## src/design/bsch_pkg.sv

```systemverilog
// Shared types and constants of the binned sum/count histogram.
package bsch_pkg;

    // Field widths (fixed by the stream format)
    localparam int FUNC_W     = 1;
    localparam int COL_W      = 6;
    localparam int BIN_W      = 7;
    localparam int OUT_W      = 32;
    localparam int THR_W      = 17;
    localparam int MINC_W     = 32;
    localparam int CFG_DATA_W = 32;
    localparam int CFG_IDX_W  = 1;

    // Widest counter the ratio unit handles
    localparam int CNT_MAX_W  = 64;

    // Stream packing
    localparam int COL_LO     = 0;
    localparam int BIN_LO     = COL_LO + COL_W;
    localparam int MET_BIT    = BIN_LO + BIN_W;
    localparam int IN_DATA_W  = 16;
    localparam int IN_USER_W  = FUNC_W;
    localparam int OUT_DATA_W = 72;
    localparam int OUT_USED_W = 2 * OUT_W + 1;

    // Operation codes
    localparam logic [FUNC_W-1:0] FUNC_ACC  = 1'b0;
    localparam logic [FUNC_W-1:0] FUNC_READ = 1'b1;

    // Register indexes
    localparam logic [CFG_IDX_W-1:0] CFG_LEAST_ROWS = 1'b0;
    localparam logic [CFG_IDX_W-1:0] CFG_POS_THR    = 1'b1;

    typedef enum logic [2:0] {
        S_CLEAR,
        S_IDLE,
        S_UPD,
        S_TEST,
        S_OUT
    } t_state;

    typedef struct packed {
        logic                 valid;
        logic [CNT_MAX_W-1:0] sum;
        logic [CNT_MAX_W-1:0] cnt;
        logic [THR_W-1:0]     thr;
    } t_ratio_req;

    typedef struct packed {
        logic done;
        logic hit;
    } t_ratio_rsp;

endpackage

```

## src/design/bsch_ratio.sv

```systemverilog
// Fraction test sum*65536 >= thr*count, split over four register stages.
module bsch_ratio (
    input  logic                 i_clk,
    input  logic                 i_rst_n,
    input  bsch_pkg::t_ratio_req i_req,
    output bsch_pkg::t_ratio_rsp o_rsp
);
    import bsch_pkg::*;

    localparam int HALF_W = CNT_MAX_W / 2;
    localparam int PROD_W = HALF_W + THR_W;
    localparam int WIDE_W = CNT_MAX_W + THR_W;

    logic                 r_v1, r_v2, r_v3, r_v4;
    logic [PROD_W-1:0]    r_plo;
    logic [PROD_W-1:0]    r_plo2;
    logic [PROD_W-1:0]    r_phi;
    logic [HALF_W-1:0]    r_cnt_hi;
    logic [THR_W-1:0]     r_thr;
    logic [CNT_MAX_W-1:0] r_sum1, r_sum2, r_sum3;
    logic [WIDE_W-1:0]    r_rhs;
    logic                 r_hit;
    logic [WIDE_W-1:0]    w_lhs;

    always_ff @(posedge i_clk) begin
        if (!i_rst_n) begin
            r_v1 <= 1'b0;
            r_v2 <= 1'b0;
            r_v3 <= 1'b0;
            r_v4 <= 1'b0;
        end else begin
            r_v1 <= i_req.valid;
            r_v2 <= r_v1;
            r_v3 <= r_v2;
            r_v4 <= r_v3;
        end
    end

    // sum << 16 on the left; 81-bit compare
    assign w_lhs = {1'b0, r_sum3, 16'b0};

    always_ff @(posedge i_clk) begin
        // low half product
        r_plo    <= i_req.cnt[HALF_W-1:0] * i_req.thr;
        r_cnt_hi <= i_req.cnt[CNT_MAX_W-1:HALF_W];
        r_thr    <= i_req.thr;
        r_sum1   <= i_req.sum;
        // high half product
        r_phi    <= r_cnt_hi * r_thr;
        r_plo2   <= r_plo;
        r_sum2   <= r_sum1;
        // recombine
        r_rhs    <= {r_phi, {HALF_W{1'b0}}} + {{HALF_W{1'b0}}, r_plo2};
        r_sum3   <= r_sum2;
        r_hit    <= (w_lhs >= r_rhs);
    end

    assign o_rsp.done = r_v4;
    assign o_rsp.hit  = r_hit;

endmodule

```

## config.mk

```make
export PLATFORM = sky130hd
export DESIGN_NAME = bsch_ratio
export DESIGN_NICKNAME = d
export VERILOG_FILES = /design/src/design/bsch_pkg.sv /design/src/design/bsch_ratio.sv
export SDC_FILE = /design/constraint.sdc
export NUM_CORES = 2
export LEC_CHECK = 0
export ABC_AREA = 1
export BUFFER_PORTS_ARGS = -buffer_cell sky130_fd_sc_hd__buf_4
export CORE_ASPECT_RATIO = 1.2
export CORE_MARGIN = 2
export CORE_UTILIZATION = 55
export CTS_CLUSTER_DIAMETER = 50
export DETAILED_ROUTE_END_ITERATION = 8
export PLACE_DENSITY = 0.82
export SYNTH_ARGS = -nofsm -noshare
export SYNTH_HDL_FRONTEND = slang
export SYNTH_SLANG_ARGS = --single-unit
```

## constraint.sdc

```tcl
create_clock -name i_clk -period 8.7 [get_ports i_clk]
set_input_delay 1.74 -clock i_clk [delete_from_list [all_inputs] [get_ports i_clk]]
set_output_delay 1.74 -clock i_clk [all_outputs]
set_load 0.01 [all_outputs]
```

Word-level counts from Yosys, hierarchy flattened
Cells that the tools add are included.

storage, ports and cells
  bits in registers = 474
  input port bits = 148
  output and inout bits = 2
  logic and storage cells = 18

cells by class
  add/subtract/negate cells = 1
  $mul = 2
  magnitude comparators = 1

operators with widths
  cell                                                            count
  32-bit by 17-bit multiplier with 49-bit output                  2
  81-bit by 49-bit adder with 81-bit output                       1
  80-bit by 81-bit greater-or-equal comparator with 1-bit output  1

Logic depth before layout (Yosys ltp)
  depth in word-level cells = 1
  depth in mapped cells = 29
  mapped depth without buffers = 27

Worst setup path before layout
No wires, ideal clock.

  path type = input-to-reg
  start point = in i_req[46] in the netlist's numbering
  end point = reg r_plo[48]
  setup time = 113 ps
  arrival time = 6652 ps
  required time = 8587 ps
  path slack = 1936 ps
  stages on the path = 24
  buffers on the path = 2
  path through = clkbuf_1 > clkbuf_1 > nand2_1 > fa_1 > inv_1 > fa_1 > inv_1 > fa_1 > inv_1 > fa_1 > fa_1 > inv_1 > fa_1 > inv_1 > ha_1 > nand2_1 > nor2_1 > inv_1 > nor2_2 > nand2_1 > nor2_1 > nand2_1 > nand4_1 > nand2_1

between the ends
  word-level cells in the longest chain between the ends = 1

ends and longest elaborated chain
  item                                            RTL line          RTL
  start, declared                                 bsch_ratio.sv:5   input bsch_pkg::t_ratio_req i_req,
  32-bit by 17-bit multiplier with 49-bit output  bsch_ratio.sv:44  r_plo <= i_req.cnt[HALF_W-1:0] * i_req.thr;
  end signal, assigned                            bsch_ratio.sv:44
  end, declared                                   bsch_ratio.sv:15  logic [PROD_W-1:0] r_plo;

No other way between the ends.
A chain may end at the register's enable or synchronous reset.

Final worst setup path
  start point = in i_req[2] in the netlist's numbering
  end point = reg r_plo[43]

Same word-level chain as after synthesis.

==> metrics <==
outcome finished, final reports clean; GRT Resource Usage Total approximately 28%; Core Rows 123; largest net degree at the start of global routing 34; Crit. End Element register; kind of critical path in2reg; Multi-input gate area between 30000 and 40000 um^2; layout cell share with drive strength beyond 1 roughly 4.6%; Root Buffer clkbuf_16; Peak Freq 149 MHz; CTS tree built; worst path required time 9.21 ns; Yosys warning count 0; Mapped Area ~52000 um^2; commonest non-fill, non-tap cell in the layout nand2_1; HPWL after detailed placement roughly 110 mm; DIE AREA 96600 um^2; setup TNS 0 ns; Initial Util a little under three fifths; relative slew slack between 30% and 40%; grt ovf 0; FF+latch area 9490 um^2; vias per inst approximately 5.0; Initial DRC Count between 2k and 3k; Min-Delay Path Class reg2reg; Die Y-Extent between 300 and 400 um; worst path arrival time 7.23 ns; Post-synth EDFFs 0; initial antenna violation count 3; Clock transition at path regs around 0.07 ns; maxcap violations 0; Area Overhead vs Synth 6.93%; Main synth FF type dfxtp_1; FFs w/ async S/R, synth 0%; WL/cell between 15 and 20 um; Unique masters post-synth 33; post-CTS resize count 0; via count roughly 41k; commonest cells after routing, fill and taps aside nand2_1, inv_1, fa_1; Chip Width about 280 um; syn_area_per_cell around 7.6 um^2; Fin. Hold Viols 0; final worst path period share ~77%; CTS sink count 474; syn_nets between 8k and 9k; sequential-to-total area share from yosys stat a little under a fifth; setup violators final 0; Max H-tree Level 2; register bit total from synthesis about 470; ANT cells 0; worst-path fanout max 33; gp weighted congestion a little under 1; Final nets 8132; antenna-violating nets left 0; Hold Buf Count CTS 0; IO Port Bufs roughly 150; Tmin final about 6.7 ns; fillers around 8.2k; CTS Buf Count 45; # IOs 150; final core occ approximately three fifths; Slew @ Worst Pin about 0.99 ns; Residual DRC 0; post-detailed-routing wire length about 130 mm; Post-CTS Setup Repair Bufs 0; vias in the first global route between 40k and 50k; critical path launch point type input pin; Max Slew Vio Count 0; CTS Buffer Depth 3; RSZ-0062 raised after global routing no; CORE AREA between 90000 and 100000 um^2; clk_lat worst skew roughly 0.6 ns; wire length of the first global-routing pass ~220 mm; Syn Inst Count 6774; drt first pass iters 7; skew final between 0.015 and 0.02 ns
cell families after synthesis:
| family | Yosys count | share of synthesized area, % |
|---|---|---|
| AOI/OAI and AO/OA | 111 | 1.16 |
| xor gates and xnor gates | 74 | 1.25 |
| adders and majority gates | 1226 | 42.7 |
| buffers and inverters | 2263 | 16.4 |
| DFF | 474 | 18.3 |
| and+or+nand+nor | 2626 | 20.1 |
cells in the mapped netlist, types with 12 or more instances:
cell / n / share of area, %
xnor2_1: 14 / 0.24
xor2_1: 60 / 1.0
dfxtp_1: 474 / 18
nand3_1: 141 / 1.4
nor2_1: 220 / 1.6
nor3_1: 20 / 0.19
nand2_1: 2144 / 16
clkbuf_1: 230 / 1.7
nor2_2: 25 / 0.30
fa_1: 899 / 35
inv_1: 2026 / 15
nand4_1: 24 / 0.29
a21oi_1: 82 / 0.79
ha_1: 327 / 7.9
nand3_2: 12 / 0.23
path summary, 6_finish.rpt:
kind | cells past startpoint | slack (ns) | end | from
worst max-delay path | 21 | 1.99 | r_plo[43]$_DFF_P_ | i_req[2]
worst min-delay path | 0 | 0.32 | r_rhs[12]$_DFF_P_ | r_plo2[12]$_DFF_P_
worst max register to register | 24 | 2.51 | r_phi[47]$_DFF_P_ | r_thr[5]$_DFF_P_
worst min register to register | 0 | 0.32 | r_rhs[12]$_DFF_P_ | r_plo2[12]$_DFF_P_
flip-flops by register name (all words and copies together) (netlist names), 32 cells and up:
register and flops:
r_rhs 81, r_sum1 64, r_sum2 64, r_sum3 64, r_phi 49, r_plo2 49, r_plo 49, r_cnt_hi 32
final cells by class:
type / count / share of cell area, %
Clock buffer: 54 / 2.20
Clock inverter: 29 / 0.739
Inverter: 2031 / 13.8
Multi-Input combinational cell: 4037 / 61.0
Sequential cell: 474 / 17.2
Tap cell: 1250 / 2.83
Timing Repair Buffer: 169 / 2.29
critical path: stages:
cell and delay, ns:
buf_4 0.39, nand2_1 0.15, fa_1 0.56, inv_1 0.07, fa_1 0.53, inv_1 0.05
fa_1 0.52, inv_1 0.07, fa_1 0.46, fa_1 0.51, inv_1 0.05, fa_1 0.47
inv_1 0.04, ha_1 0.38, nand2_1 0.14, nor2_1 0.17, nand2_1 0.14, nor3_1 0.33
nand3_1 0.23, nand4_1 0.15, nand2_1 0.06
through the flow:
step           area [um^2]  hold slack (ns)  cells  worst slack, ns
3_5_place_dp         53700            0.312   7961             1.40
4_1_cts              55300            0.324   8044             2.04
5_1_grt              55300            0.331   8044             1.79
2_1_floorplan        51700            0.310   6774             1.94
3_3_place_gp         53700            0.310   7961             1.45
6_report             55300            0.325   8044             1.99
layer usage:
metal	GRT usage, %	vias up	wire length (um)
met5	0	-	14
met4	11.4	2	5550
met3	4.64	389	10800
met2	50.1	1825	66100
met1	33.0	19500	48800
li1	-	18800	-
Power is left out: the tool's default activity adds up to more than one toggle a clock period on the data nets, which glitch-free logic cannot reach.
